### src/sv/staging_ring_allocator_top_macros.svh
// Assertion macros for the staging ring allocator.
// Used by modules that check their own logic; expects i_clk and i_rst_n in scope.
`ifndef STAGING_RING_ALLOCATOR_TOP_MACROS_SVH
`define STAGING_RING_ALLOCATOR_TOP_MACROS_SVH

// condition holds in the same cycle
`define SRA_ASSERT_NOW(label, ante, cons, msg) \
    label: assert property (@(posedge i_clk) disable iff (!i_rst_n) (ante) |-> (cons)) \
        else $error(msg);

// condition holds in the next cycle
`define SRA_ASSERT_NEXT(label, ante, cons, msg) \
    label: assert property (@(posedge i_clk) disable iff (!i_rst_n) (ante) |=> (cons)) \
        else $error(msg);

`endif

### src/sv/sra_pkg.sv
// Shared constants and types for the staging ring allocator.
// No dependencies; imported by sra_fifo, staging_ring_allocator_top and the testbench.
package sra_pkg;

    localparam int ALIGN_BYTES    = 16;
    localparam int MAX_IN_FLIGHT  = 8;
    localparam int RING_ADDR_BITS = 16;

    // fixed field widths
    localparam int MODE_W     = 2;
    localparam int SIZE_W     = 17;
    localparam int CAP_W      = 17;
    localparam int STATUS_W   = 3;
    localparam int OFFSET_W   = 16;
    localparam int SERIAL_W   = 32;
    localparam int BYTES_W    = 17;
    localparam int INFLIGHT_W = 4;

    // pointers and byte counts hold 0 .. 2^RING_ADDR_BITS (and saturate one bit wider)
    localparam int PTR_W = RING_ADDR_BITS + 1;
    localparam int SUM_W = ((PTR_W > SIZE_W) ? PTR_W : SIZE_W) + 1;

    localparam int FIFO_IDX_W = (MAX_IN_FLIGHT > 1) ? $clog2(MAX_IN_FLIGHT) : 1;
    localparam int FIFO_CNT_W = $clog2(MAX_IN_FLIGHT + 1);

    localparam logic [CAP_W-1:0] CAP_RESET = CAP_W'(65536);

    localparam logic [MODE_W-1:0] MODE_ALLOC  = 2'd0;
    localparam logic [MODE_W-1:0] MODE_FLUSH  = 2'd1;
    localparam logic [MODE_W-1:0] MODE_RETIRE = 2'd2;

    typedef enum logic [STATUS_W-1:0] {
        ST_OK        = 3'd0,
        ST_RING_FULL = 3'd1,
        ST_BAD_SIZE  = 3'd2,
        ST_FIFO_FULL = 3'd3,
        ST_NONE      = 3'd4
    } t_status;

    typedef struct packed {
        logic [SERIAL_W-1:0] serial;
        logic [PTR_W-1:0]    ring_end;
        logic [PTR_W-1:0]    byte_count;
    } t_fifo_entry;

    typedef struct packed {
        logic push;
        logic pop;
    } t_fifo_ctl;

    typedef struct packed {
        logic [FIFO_CNT_W-1:0] count;
        logic                  full;
        logic                  empty;
    } t_fifo_stat;

endpackage

### src/sv/sra_fifo.sv
// In-flight batch queue: serial, ring end and byte count per flushed batch.
// Depends on sra_pkg and staging_ring_allocator_top_macros.svh.
`include "staging_ring_allocator_top_macros.svh"

module sra_fifo (
    input  logic                i_clk,
    input  logic                i_rst_n,
    input  sra_pkg::t_fifo_ctl   i_ctl,
    input  sra_pkg::t_fifo_entry i_wr_entry,
    output sra_pkg::t_fifo_entry o_rd_entry,
    output sra_pkg::t_fifo_stat  o_stat
);
    import sra_pkg::*;

    t_fifo_entry           r_mem [MAX_IN_FLIGHT];
    logic [FIFO_IDX_W-1:0] r_rd_idx;
    logic [FIFO_IDX_W-1:0] r_wr_idx;
    logic [FIFO_CNT_W-1:0] r_count;

    function automatic logic [FIFO_IDX_W-1:0] idx_inc(input logic [FIFO_IDX_W-1:0] idx);
        return (idx == FIFO_IDX_W'(MAX_IN_FLIGHT - 1)) ? '0 : idx + 1'b1;
    endfunction

    always_ff @(posedge i_clk) begin
        if (i_ctl.push) begin
            r_mem[r_wr_idx] <= i_wr_entry;
        end
    end

    always_ff @(posedge i_clk) begin
        if (!i_rst_n) begin
            r_rd_idx <= '0;
            r_wr_idx <= '0;
            r_count  <= '0;
        end else begin
            if (i_ctl.push) begin
                r_wr_idx <= idx_inc(r_wr_idx);
            end
            if (i_ctl.pop) begin
                r_rd_idx <= idx_inc(r_rd_idx);
            end
            if (i_ctl.push && !i_ctl.pop) begin
                r_count <= r_count + 1'b1;
            end else if (i_ctl.pop && !i_ctl.push) begin
                r_count <= r_count - 1'b1;
            end
        end
    end

    assign o_rd_entry   = r_mem[r_rd_idx];
    assign o_stat.count = r_count;
    assign o_stat.full  = (r_count == FIFO_CNT_W'(MAX_IN_FLIGHT));
    assign o_stat.empty = (r_count == '0);

    `SRA_ASSERT_NOW(a_push_not_full, i_ctl.push, !o_stat.full, "push into full batch queue")
    `SRA_ASSERT_NOW(a_pop_not_empty, i_ctl.pop, !o_stat.empty, "pop from empty batch queue")
    `SRA_ASSERT_NEXT(a_push_count, i_ctl.push && !i_ctl.pop, r_count == $past(r_count) + 1'b1, "count did not grow on push")
    `SRA_ASSERT_NEXT(a_ptr_gap, i_ctl.pop && !i_ctl.push, r_rd_idx != $past(r_rd_idx) || MAX_IN_FLIGHT == 1, "read index stuck on pop")

endmodule

### src/sv/staging_ring_allocator_top.sv
// Staging ring allocator: aligned span allocation over a circular ring with in-order release.
// Depends on sra_pkg and sra_fifo.
//
//   channel   | handshake                  | payload
//   ----------+----------------------------+--------------------------------------------
//   request   | start, busy                | i_mode, i_size
//   result    | o_valid (one-cycle strobe) | o_status, o_offset, o_wrapped,
//             |                            | o_ticket_serial, o_completed_serial,
//             |                            | o_bytes_in_use, o_batches_in_flight
//   config    | i_cfg_valid, o_cfg_ready   | i_cfg_data (ring capacity)
//
// One request per cycle; busy stays low. A taken request is captured in the request register,
// evaluated against the pointer state in the next cycle, and its result strobes on o_valid
// once it is loaded into the result register.
// Synchronous active-low reset clears pointers, serials and the batch queue; next serial -> 1, capacity -> 65536.
// The receiver cannot stall; o_cfg_ready drops while a request is being evaluated.
module staging_ring_allocator_top (
    input  logic                            i_clk,
    input  logic                            i_rst_n,
    input  logic                            start,
    output logic                            busy,
    input  logic [sra_pkg::MODE_W-1:0]      i_mode,
    input  logic [sra_pkg::SIZE_W-1:0]      i_size,
    input  logic                            i_cfg_valid,
    output logic                            o_cfg_ready,
    input  logic [sra_pkg::CAP_W-1:0]       i_cfg_data,
    output logic                            o_valid,
    output logic [sra_pkg::STATUS_W-1:0]    o_status,
    output logic [sra_pkg::OFFSET_W-1:0]    o_offset,
    output logic                            o_wrapped,
    output logic [sra_pkg::SERIAL_W-1:0]    o_ticket_serial,
    output logic [sra_pkg::SERIAL_W-1:0]    o_completed_serial,
    output logic [sra_pkg::BYTES_W-1:0]     o_bytes_in_use,
    output logic [sra_pkg::INFLIGHT_W-1:0]  o_batches_in_flight
);
    import sra_pkg::*;

    localparam logic [PTR_W-1:0] CAP_LIM    = PTR_W'(1) << RING_ADDR_BITS;
    localparam logic [SUM_W-1:0] ALIGN_MASK = SUM_W'(ALIGN_BYTES - 1);

    // request register
    logic              r_req_valid;
    logic [MODE_W-1:0] r_req_mode;
    logic [SIZE_W-1:0] r_req_size;

    // configuration and ring state
    logic [CAP_W-1:0]    r_capacity;
    logic [PTR_W-1:0]    r_head,          n_head;
    logic [PTR_W-1:0]    r_tail,          n_tail;
    logic [PTR_W-1:0]    r_used,          n_used;
    logic [PTR_W-1:0]    r_open_bytes,    n_open_bytes;
    logic [SERIAL_W-1:0] r_open_serial,   n_open_serial;
    logic [SERIAL_W-1:0] r_next_serial,   n_next_serial;
    logic [SERIAL_W-1:0] r_last_sub,      n_last_sub;
    logic [SERIAL_W-1:0] r_completed,     n_completed;

    // result register
    logic                r_res_valid;
    t_status             r_res_status,    n_res_status;
    logic [OFFSET_W-1:0] r_res_offset,    n_res_offset;
    logic                r_res_wrapped,   n_res_wrapped;
    logic [SERIAL_W-1:0] r_res_ticket,    n_res_ticket;

    t_fifo_ctl   fifo_ctl;
    t_fifo_entry fifo_wr;
    t_fifo_entry fifo_rd;
    t_fifo_stat  fifo_stat;

    // allocation datapath
    logic [PTR_W-1:0] cap;
    logic [SUM_W-1:0] head_plus;
    logic             size_bad;
    logic             alloc_ok;
    logic             base_zero;
    logic             pad_path;
    logic             alloc_wrap;
    logic             ring_empty;
    logic [PTR_W-1:0] base;
    logic [PTR_W-1:0] new_head;
    logic [PTR_W-1:0] take;
    logic [PTR_W-1:0] retire_used;

    function automatic logic [PTR_W-1:0] sat_sub(input logic [PTR_W-1:0] a,
                                                 input logic [PTR_W-1:0] b);
        return (a > b) ? a - b : '0;
    endfunction

    function automatic logic [PTR_W-1:0] sat_add(input logic [PTR_W-1:0] a,
                                                 input logic [PTR_W-1:0] b);
        logic [PTR_W:0] s;
        s = {1'b0, a} + {1'b0, b};
        return s[PTR_W] ? '1 : s[PTR_W-1:0];
    endfunction

    // round the span end up to the alignment, never past the ring capacity
    function automatic logic [PTR_W-1:0] align_cap(input logic [SUM_W-1:0] v,
                                                   input logic [PTR_W-1:0] c);
        logic [SUM_W-1:0] r;
        r = (v + ALIGN_MASK) & ~ALIGN_MASK;
        return (r > SUM_W'(c)) ? c : PTR_W'(r);
    endfunction

    sra_fifo u_fifo (
        .i_clk      (i_clk),
        .i_rst_n    (i_rst_n),
        .i_ctl      (fifo_ctl),
        .i_wr_entry (fifo_wr),
        .o_rd_entry (fifo_rd),
        .o_stat     (fifo_stat)
    );

    assign busy        = 1'b0;
    assign o_cfg_ready = !r_req_valid;

    // effective capacity saturates at the ring address space
    assign cap = (SUM_W'(r_capacity) > SUM_W'(CAP_LIM)) ? CAP_LIM : PTR_W'(r_capacity);

    always_comb begin
        head_plus  = SUM_W'(r_head) + SUM_W'(r_req_size);
        size_bad   = (r_req_size == '0) || (SUM_W'(r_req_size) > SUM_W'(cap));
        ring_empty = (r_used == '0);
        alloc_ok   = 1'b0;
        base_zero  = 1'b0;
        pad_path   = 1'b0;
        alloc_wrap = 1'b0;
        if (ring_empty) begin
            alloc_ok = 1'b1;
            if (head_plus > SUM_W'(cap)) begin
                base_zero  = 1'b1;
                alloc_wrap = (r_head != '0);
            end
        end else if (r_head > r_tail) begin
            if (head_plus <= SUM_W'(cap)) begin
                alloc_ok = 1'b1;
            end else if (SUM_W'(r_req_size) <= SUM_W'(r_tail)) begin
                // wrap to ring start, the end of the ring counts as padding
                alloc_ok   = 1'b1;
                base_zero  = 1'b1;
                pad_path   = 1'b1;
                alloc_wrap = 1'b1;
            end
        end else if (r_head < r_tail) begin
            alloc_ok = (head_plus <= SUM_W'(r_tail));
        end
        base     = base_zero ? '0 : r_head;
        new_head = align_cap(SUM_W'(base) + SUM_W'(r_req_size), cap);
        take     = pad_path ? sat_add(sat_sub(cap, r_head), new_head) : sat_sub(new_head, base);
    end

    assign retire_used = sat_sub(r_used, fifo_rd.byte_count);

    always_comb begin
        n_head        = r_head;
        n_tail        = r_tail;
        n_used        = r_used;
        n_open_bytes  = r_open_bytes;
        n_open_serial = r_open_serial;
        n_next_serial = r_next_serial;
        n_last_sub    = r_last_sub;
        n_completed   = r_completed;
        n_res_status  = ST_OK;
        n_res_offset  = '0;
        n_res_wrapped = 1'b0;
        n_res_ticket  = r_open_serial;
        fifo_ctl      = '0;
        fifo_wr.serial     = r_open_serial;
        fifo_wr.ring_end   = r_head;
        fifo_wr.byte_count = r_open_bytes;

        case (r_req_mode)
            MODE_ALLOC: begin
                if (size_bad) begin
                    n_res_status = ST_BAD_SIZE;
                end else if (!alloc_ok) begin
                    n_res_status = ST_RING_FULL;
                end else begin
                    n_head        = new_head;
                    n_used        = sat_add(r_used, take);
                    n_open_bytes  = sat_add(r_open_bytes, take);
                    n_res_offset  = OFFSET_W'(base);
                    n_res_wrapped = alloc_wrap;
                    if (ring_empty) begin
                        n_tail = base;
                    end
                    if (r_open_serial == '0) begin
                        n_open_serial = r_next_serial;
                        // serials skip zero on wrap
                        n_next_serial = (r_next_serial == '1) ? SERIAL_W'(1)
                                                              : r_next_serial + 1'b1;
                    end
                    n_res_ticket = n_open_serial;
                end
            end
            MODE_FLUSH: begin
                if (r_open_serial == '0) begin
                    n_res_ticket = r_last_sub;
                end else if (fifo_stat.full) begin
                    n_res_status = ST_FIFO_FULL;
                end else begin
                    fifo_ctl.push = 1'b1;
                    n_last_sub    = r_open_serial;
                    n_open_serial = '0;
                    n_open_bytes  = '0;
                end
            end
            MODE_RETIRE: begin
                if (fifo_stat.empty) begin
                    n_res_status = ST_NONE;
                end else begin
                    fifo_ctl.pop = 1'b1;
                    n_used       = retire_used;
                    n_tail       = (retire_used == '0) ? r_head : fifo_rd.ring_end;
                    n_completed  = fifo_rd.serial;
                end
            end
            default: begin
                // unused mode: report the current state
                n_res_status = ST_OK;
            end
        endcase

        if (!r_req_valid) begin
            fifo_ctl = '0;
        end
    end

    always_ff @(posedge i_clk) begin
        if (start && !busy) begin
            r_req_mode <= i_mode;
            r_req_size <= i_size;
        end
        if (r_req_valid) begin
            r_res_status  <= n_res_status;
            r_res_offset  <= n_res_offset;
            r_res_wrapped <= n_res_wrapped;
            r_res_ticket  <= n_res_ticket;
        end
    end

    always_ff @(posedge i_clk) begin
        if (!i_rst_n) begin
            r_req_valid   <= 1'b0;
            r_res_valid   <= 1'b0;
            r_capacity    <= CAP_RESET;
            r_head        <= '0;
            r_tail        <= '0;
            r_used        <= '0;
            r_open_bytes  <= '0;
            r_open_serial <= '0;
            r_next_serial <= SERIAL_W'(1);
            r_last_sub    <= '0;
            r_completed   <= '0;
        end else begin
            r_req_valid <= start && !busy;
            r_res_valid <= r_req_valid;
            if (i_cfg_valid && o_cfg_ready) begin
                r_capacity <= i_cfg_data;
            end
            if (r_req_valid) begin
                r_head        <= n_head;
                r_tail        <= n_tail;
                r_used        <= n_used;
                r_open_bytes  <= n_open_bytes;
                r_open_serial <= n_open_serial;
                r_next_serial <= n_next_serial;
                r_last_sub    <= n_last_sub;
                r_completed   <= n_completed;
            end
        end
    end

    // completed, used and in-flight count only change at the edge that loads a result,
    // so the state registers carry those fields for the strobe cycle
    assign o_valid             = r_res_valid;
    assign o_status            = r_res_status;
    assign o_offset            = r_res_offset;
    assign o_wrapped           = r_res_wrapped;
    assign o_ticket_serial     = r_res_ticket;
    assign o_completed_serial  = r_completed;
    assign o_bytes_in_use      = BYTES_W'(r_used);
    assign o_batches_in_flight = INFLIGHT_W'(fifo_stat.count);

endmodule

### config.mk
export PLATFORM = sky130hd
export DESIGN_NAME = staging_ring_allocator_top
export DESIGN_NICKNAME = d
export VERILOG_FILES = /design/src/sv/sra_pkg.sv /design/src/sv/sra_fifo.sv /design/src/sv/staging_ring_allocator_top.sv
export VERILOG_INCLUDE_DIRS = /design/src /design/src/sv
export SDC_FILE = /design/constraint.sdc
export NUM_CORES = 2
export LEC_CHECK = 0
export BUFFER_PORTS_ARGS = -buffer_cell sky130_fd_sc_hd__clkbuf_2
export CELL_PAD_IN_SITES_DETAIL_PLACEMENT = 0
export CELL_PAD_IN_SITES_GLOBAL_PLACEMENT = 1
export CORE_ASPECT_RATIO = 1.25
export CORE_MARGIN = 1
export CORE_UTILIZATION = 30
export DETAILED_ROUTE_END_ITERATION = 10
export PLACE_DENSITY_LB_ADDON = 0.1
export SLEW_MARGIN = 15
export SYNTH_ARGS = -nofsm -noshare
export SYNTH_HDL_FRONTEND = slang
export SYNTH_HIERARCHICAL = 1
export SYNTH_SLANG_ARGS = --single-unit
### constraint.sdc
create_clock -name i_clk -period 35.9 [get_ports i_clk]
set_input_delay 1.795 -clock i_clk [delete_from_list [all_inputs] [get_ports i_clk]]
set_output_delay 1.795 -clock i_clk [all_outputs]
set_load 0.1 [all_outputs]
======== Word level (Yosys, flattened, before mapping) ========
Memories as Yosys holds them, arrays and structs flattened. A register that Yosys moved wholly into a read port is not among the register bits.
Index checks and enable logic that the tools add are counted.
word-level totals
  memory bits (writable) .................. 528
  flip-flop bits (word level) ............. 296
  output and inout port bits .............. 108
  memories kept ........................... 1
  input port bits ......................... 40
  word-level logic and storage cells ...... 157
  bits in latches ......................... 0
  memory bits (read-only) ................. 0
cells by class
  $lt $le $gt $ge ......................... 12
  $add $sub $neg .......................... 14
  equality and inequality tests ........... 12
  divide/modulo/power cells ............... 0
  multipliers ............................. 0
  reductions and logical operators ........ 26
  shifts and indexed selects .............. 0
  mux-type cells .......................... 66
  bitwise operators ....................... 6
memory list
  name          words  bits a word  read ports  clocked after Yosys merged registers in  write ports  RTL line        RTL
  u_fifo.r_mem  8      66           1           1                                        1            sra_fifo.sv:15  t_fifo_entry r_mem [MAX_IN_FLIGHT];
operators by type and width
  operator                                               count
  2-to-1 mux 17 bit                                      22
  2-to-1 mux 32 bit                                      7
  case mux 32 bit (2 select lines)                       2
  case mux 17 bit (2 select lines)                       3
  adder 17 x 17 -> 18 bit                                5
  greater-than comparator 17 bit                         5
  zero test 17 bit                                       3
  subtractor 17 bit                                      3
  greater-than comparator 18 x 17 -> 1 bit               2
  <= comparator 18 x 17 -> 1 bit                         2
  adder 32 x 1 -> 32 bit, second input constant          1
  equality test 32 bit, second input constant            1
  zero test 32 bit                                       1
  2-to-1 mux 1 bit                                       20
  adder 18 x 4 -> 18 bit, second input constant          1
  greater-than comparator 17 bit, second input constant  1
  <= comparator 17 bit                                   1
  < comparator 17 bit                                    1
  nonzero test 17 bit                                    1
  2-to-1 mux 3 bit                                       5
  != test 2 bit, second input constant                   6
  AND reduction 4 bit                                    3
  AND reduction 6 bit                                    2
  AND reduction 5 bit                                    2
  19 further kinds                                       36

======== Depth between registers and ports, before layout ========
  depth in word-level cells ............... 19
  gate-level depth with buffers ........... 72
  mapped depth without buffers ............ 69

======== By module ========
Netlist, hierarchy kept.
modules (own cells, without submodules)
  module                      cells each  area an instance (µm²)  instances  sequential area each (µm²)
  sra_fifo                    835         20453.4                 1          16115.5
  staging_ring_allocator_top  2380        20136.8                 1          6436.2

======== Least setup slack after synthesis ========
Ideal clock, no wire load.
  kind .................................... flip-flop to flip-flop
  from .................................... register r_head[0]
  to ...................................... register r_used[12] (netlist: o_bytes_in_use[12])
  data required time ...................... 35.768 ns
  period minus slack after synthesis ...... 13.121 ns
  cell stages (with the launch flop) ...... 68
  setup slack ............................. 22.779 ns
  arrival time ............................ 12.989 ns
  path buffers ............................ 4
  setup time .............................. 0.132 ns
  cell sequence ........................... dfxtp_1 ha_1 inv_1 fa_1 nor2b_1 o21ai_0 a21boi_0 o21ai_0 a21boi_0 o21ai_0 a21o_1 a21oi_1 a211oi_1 o21bai_1 xor2_1 ha_1 a21oi_1 nand3_1 [... 32 more ...] a21oi_1 nor2_1 o211a_1 nor3_2 nor2_1 a221oi_1 ha_1 a21o_1 a21oi_1 o21ai_0 a31oi_1 a21oi_1 a211o_1 a21oi_1 o21ai_1 clkbuf_1 o211ai_1 a21oi_1
between the ends
  longest elaborated chain between the ends .. 18
  elaborated cells between the ends (all ways) .. 36
  classes of those cells .................. add/sub: 7; order compare: 8; eq/ne: 1; mux: 19; reduce/logical: 1
RTL lines
  element                                                RTL line                                                            RTL
  start: declaration                                     staging_ring_allocator_top.sv:48                                    logic [PTR_W-1:0] r_head, n_head;
  start signal: assignment                               staging_ring_allocator_top.sv:260                                   r_head <= n_head;
  adder 17 x 17 -> 18 bit                                staging_ring_allocator_top.sv:119                                   head_plus = SUM_W'(r_head) + SUM_W'(r_req_size);
  <= comparator 18 x 17 -> 1 bit                         staging_ring_allocator_top.sv:133                                   if (head_plus <= SUM_W'(cap)) begin
  2-to-1 mux 1 bit                                       staging_ring_allocator_top.sv:133
  2-to-1 mux 1 bit                                       staging_ring_allocator_top.sv:132                                   end else if (r_head > r_tail) begin
  2-to-1 mux 1 bit *                                     staging_ring_allocator_top.sv:126                                   if (ring_empty) begin
  2-to-1 mux 17 bit *                                    staging_ring_allocator_top.sv:145                                   base = base_zero ? '0 : r_head;
  via base[4]                                            staging_ring_allocator_top.sv:78                                    logic [PTR_W-1:0] base;
  adder 17 x 17 -> 18 bit *                              staging_ring_allocator_top.sv:146                                   new_head = align_cap(SUM_W'(base) + SUM_W'(r_req_size), cap);
  [... 3 more ...]                                       --
  via new_head[1]                                        staging_ring_allocator_top.sv:79                                    logic [PTR_W-1:0] new_head;
  adder 17 x 17 -> 18 bit, or another cell as far along  staging_ring_allocator_top.sv:91                                    s = {1'b0, a} + {1'b0, b};
  2-to-1 mux 17 bit, on equally long branches            staging_ring_allocator_top.sv:92, staging_ring_allocator_top.sv:85
  2-to-1 mux 17 bit *                                    staging_ring_allocator_top.sv:147                                   take = pad_path ? sat_add(sat_sub(cap, r_head), new_head) : sat_sub(new_head, base);
  adder 17 x 17 -> 18 bit *                              staging_ring_allocator_top.sv:91
  2-to-1 mux 17 bit *                                    staging_ring_allocator_top.sv:92                                    return s[PTR_W] ? '1 : s[PTR_W-1:0];
  2-to-1 mux 17 bit *                                    staging_ring_allocator_top.sv:174                                   end else if (!alloc_ok) begin
  2-to-1 mux 17 bit *                                    staging_ring_allocator_top.sv:172                                   if (size_bad) begin
  case mux 17 bit (2 select lines) *                     staging_ring_allocator_top.sv:170                                   case (r_req_mode)
  end signal: assignment                                 staging_ring_allocator_top.sv:262                                   r_used <= n_used;
  end: declaration                                       staging_ring_allocator_top.sv:50                                    logic [PTR_W-1:0] r_used, n_used;
The timed path passes the listed nets; every way through them passes the cells marked *. The select of a mux whose other input is x is not followed.
A chain may end at the register's enable or synchronous reset.

======== Worst setup path in the final report ========
  from .................................... register r_head[0]
  to ...................................... register r_open_bytes[14]
between the ends
  longest elaborated chain between the ends .. 18
  elaborated cells between the ends (all ways) .. 36
  classes of those cells .................. add/sub: 7; order compare: 8; eq/ne: 1; mux: 19; reduce/logical: 1
RTL lines
  element                                                RTL line                                                            RTL
  adder 17 x 17 -> 18 bit                                staging_ring_allocator_top.sv:119
  <= comparator 18 x 17 -> 1 bit                         staging_ring_allocator_top.sv:133
  2-to-1 mux 1 bit                                       staging_ring_allocator_top.sv:133
  2-to-1 mux 1 bit                                       staging_ring_allocator_top.sv:132
  2-to-1 mux 1 bit                                       staging_ring_allocator_top.sv:126
  2-to-1 mux 17 bit *                                    staging_ring_allocator_top.sv:145
  adder 17 x 17 -> 18 bit *                              staging_ring_allocator_top.sv:146
  adder 18 x 4 -> 18 bit *                               staging_ring_allocator_top.sv:99                                    r = (v + ALIGN_MASK) & ~ALIGN_MASK;
  [... 2 more ...]                                       --
  via new_head[1]                                        staging_ring_allocator_top.sv:79
  adder 17 x 17 -> 18 bit, or another cell as far along  staging_ring_allocator_top.sv:91
  2-to-1 mux 17 bit, on equally long branches            staging_ring_allocator_top.sv:92, staging_ring_allocator_top.sv:85
  2-to-1 mux 17 bit *                                    staging_ring_allocator_top.sv:147
  adder 17 x 17 -> 18 bit *                              staging_ring_allocator_top.sv:91
  2-to-1 mux 17 bit *                                    staging_ring_allocator_top.sv:92
  2-to-1 mux 17 bit *                                    staging_ring_allocator_top.sv:174
  2-to-1 mux 17 bit *                                    staging_ring_allocator_top.sv:172
  case mux 17 bit (2 select lines) *                     staging_ring_allocator_top.sv:170
  end signal: assignment                                 staging_ring_allocator_top.sv:263                                   r_open_bytes <= n_open_bytes;
  end: declaration                                       staging_ring_allocator_top.sv:51                                    logic [PTR_W-1:0] r_open_bytes, n_open_bytes;
Marks and branches as above.

==> results.ini <==
[yosys]
synth_nets = 3518
synth_cell_type_count = 88
synth-async-reset-ratio_pct = 0
ys.flop_type = edfxtp_1
ys_warn_count = 6
netlist_area_mm2 = 0.0406
synth-seq-cells = 827
synth_cells = 3215
seq_area_frac_synth_pct = 55.6
synth_edf_count = 599
synth_area_per_cell_um2 = 12.6

[timing]
hold_violations = 0
fin_crit_sh_pct = 44.4
fin_worst_skew_ps = 26.9
timing.hold.ws_ps = 454
fmax_mhz = 62.8
slew_headroom_pct = 16.9
rsz0062_at_grt = no
maxSlewViolCount = 0
tns_ps = 0
fin_crit_ps = 15930
finalSetupViolCount = 0
worstMarginPinSlew_ps = 1250

[min_path]
min_from = o_completed_serial[25]$_SDFFE_PN0P_
min_delay_worst_endpoint = o_completed_serial[25]$_SDFFE_PN0P_
worstHoldPathType = flip-flop to flip-flop
min_path_cells = 2

[global_route]
grt_pass1_wl_mm = 189
antenna_found_initial = 1
grt_max_degree = 97
grt_usage_pct = 18.9
grt_pass1_vias = 28000
overflow = 0

[floorplan]
start_util_pct = 30.3
dieArea_mm2 = 0.137
rows = 150
fp.dieW_um = 331
io_pins = 148
core_region_area_mm2 = 0.134
chipHeight_um = 413

[power_and_ir_drop]
power_switching_uw = 697
power_density_mw_per_mm2 = 52.7
p_comb_share_pct = 17.9
total_power_uw = 2450
p_leak_uw = 0.0161
p_int_uw = 1750
swShare_pct = 28.4
vdd_drop_max_v = 0.0000290
pwr-share-clk_pct = 39.6
seq_power_share_pct = 42.5

[cells_and_area]
diodes = 0
n_fill_cell = 13300
synthToLayoutAreaGrowth_pct = 14.6
post-route-cell-area_mm2 = 0.0465
nets = 3687
drive_gt1_share_pct = 17.3

[worst_setup_path]
required_ps = 36450
worstSetupPathType = flip-flop to flip-flop
arrival_ps = 16490
worst_path_largest_cell_delay_ps = 750
reg2reg_slack_ps = 19970
cpMaxStageDelayCell = a221oi_1
r2r-end = r_open_bytes[14]$_SDFFE_PN0P_
r2r-start = r_head[0]$_SDFFE_PN0P_
rr_worst_depth = 67
crit_path_frequent_cell = o21ai_0
end_kind = flip-flop
worst_setup_path_start_kind = flip-flop
critPathMaxFanout = 39

[route]
ant_nets = 0
topRoutingLayerUsed = met5
wl_met1_mm = 55.1
wl_met2_mm = 64.5
vias_per_cell = 5.23
vias = 27200
first_iter_violations = 1649
drc = 0
wl_met3_mm = 5.02
dr.pass1.iters = 5
wire_per_inst_um = 24.7
wirelength_mm = 128

[flow_run]
cap_violations = 0

[cts]
insertion_delay_ps = 680
cts_buffers = 90
cts.sinks = 827
post_cts_buffers = 0
ctsResizeCount = 0
clockBufferDepth = 3
cts_tree = done
ctsHtreeMaxLevel = 3
cts_hold_buf = 0
root_buffer = clkbuf_16
clkTransAtPathRegs_ps = 60

[placement]
portBuffers = 146
post_dp_cell_area_mm2 = 0.0434
hpwl_mm = 87.8
gp_congestion = 0.864

[outcome]
status = completed

## sequential cells by signal, indices dropped and copies added, names as in the netlist, named ones only
register and flops:
o_ticket_serial 32, r_last_sub 32, o_completed_serial 32, r_open_serial 32
r_capacity 17, u_fifo/r_count 4, r_req_mode 2, o_status 3
r_head 17, r_next_serial 32, r_req_size 17, u_fifo/r_wr_idx 3
o_valid 1, r_tail 17, o_offset 16, o_wrapped 1
r_open_bytes 17, u_fifo/r_mem 528, r_req_valid 1, o_bytes_in_use 17
u_fifo/r_rd_idx 3
## area by class of cell
class | instances | area [um2] | area share (%)
Timing Repair Buffer | 202 | 1160 | 2.50
Sequential cell | 827 | 22600 | 48.5
Clock buffer | 119 | 2480 | 5.34
Tap cell | 1748 | 2190 | 4.70
Multi-Input combinational cell | 2101 | 16900 | 36.3
Inverter | 162 | 611 | 1.31
Clock inverter | 47 | 601 | 1.29
## worst max path at each step
stage                                                  to  cells past startpoint              startpoint
after CTS                  o_bytes_in_use[5]$_SDFFE_PN0P_                     66  r_head[0]$_SDFFE_PN0P_
after global routing        r_open_bytes[14]$_SDFFE_PN0P_                     67  r_head[0]$_SDFFE_PN0P_
after floorplan           o_bytes_in_use[12]$_SDFFE_PN0P_                     67  r_head[0]$_SDFFE_PN0P_
after global placement     o_bytes_in_use[5]$_SDFFE_PN0P_                     66  r_head[0]$_SDFFE_PN0P_
final                       r_open_bytes[14]$_SDFFE_PN0P_                     67  r_head[0]$_SDFFE_PN0P_
after detailed placement   o_bytes_in_use[5]$_SDFFE_PN0P_                     66  r_head[0]$_SDFFE_PN0P_
## power by group through the flow
stage / clock [uW] / combinational [uW] / sequential, uW
6_report: 971 / 439 / 1040
3_5_place_dp: 0 / 441 / 1060
5_1_grt: 1030 / 486 / 1040
3_3_place_gp: 0 / 441 / 1060
4_1_cts: 1000 / 443 / 1040
2_1_floorplan: 0 / 288 / 1080
## layer usage
metal	GRT usage (%)	up-vias
li1	-	12600
met1	23.6	13800
met2	33.3	662
met3	2.43	170
met4	6.49	2
met5	0	-
## cells by family (layout without fill, tap and decap cells)
kind of cell               after synthesis  after routing  share of synthesized area [%]
buffers and inverters                  287            530                           3.07
muxes                                  207            207                           9.38
and+or+nand+nor                        780            780                           9.09
xor gates and xnor gates               128            128                           2.76
other                                    1              1                        0.00924
DFF                                    827            827                           55.6
AOI/OAI and AO/OA                      722            722                           11.9
adders and majority gates              263            263                           8.25
## worst max-delay path, delay by kind of cell (launching register included)
| family | cells | cell delay [ps] |
|---|---|---|
| AO/OA/AOI/OAI | 35 | 7370 |
| AND/OR/NAND/NOR | 16 | 3610 |
| adder cells (fa/ha/maj) | 8 | 2530 |
| buffers and inverters | 6 | 1030 |
| flip-flops | 1 | 730 |
| XOR/XNOR | 2 | 520 |
## cells in the mapped netlist, drive strengths merged, types with 65 or more instances
master  number  share of area (%)
a21oi      249                3.1
mux4       132                7.3
nand2      307                2.8
o21ai      131                1.6
mux2        66                1.8
xnor2       81                1.7
edfxtp     599                 44
clkbuf      65               0.60
nor2       156                1.4
dfxtp      228                 11
ha         255                7.9
inv        161                1.5
## placed cells by master, fill, tap and decap left out, types with 18 or more instances in the layout
master,count
a22o_1,33
and3_1,18
nand2_1,306
o21bai_1,27
mux4_2,132
xnor2_1,81
a221o_1,33
nand3_1,42
a21o_1,50
xor2_1,47
nor3_1,50
nor4_1,33
clkbuf_2,146
o21a_1,24
inv_1,160
edfxtp_1,599
a21oi_1,244
nor2b_1,34
nand4_1,38
nand2b_1,24
nor2_1,149
mux2_2,66
o21ai_0,118
clkbuf_1,19
buf_4,55
dfxtp_1,224
o211ai_1,21
clkbuf_16,92
and2_1,18
ha_1,255
a22oi_1,19
## metrics by stage
| stage | util [%] | cells | worst slack (ps) |
|---|---|---|---|
| final | 34.7 | 5206 | 19970 |
| after floorplan | - | 3215 | 22780 |
| after detailed placement | 32.4 | 5040 | 20000 |
| after global routing | 34.7 | 5206 | 18450 |
| after global placement | 32.4 | 5040 | 20460 |
| after CTS | 34.7 | 5206 | 19920 |
Power figures use the tool's default switching activity.
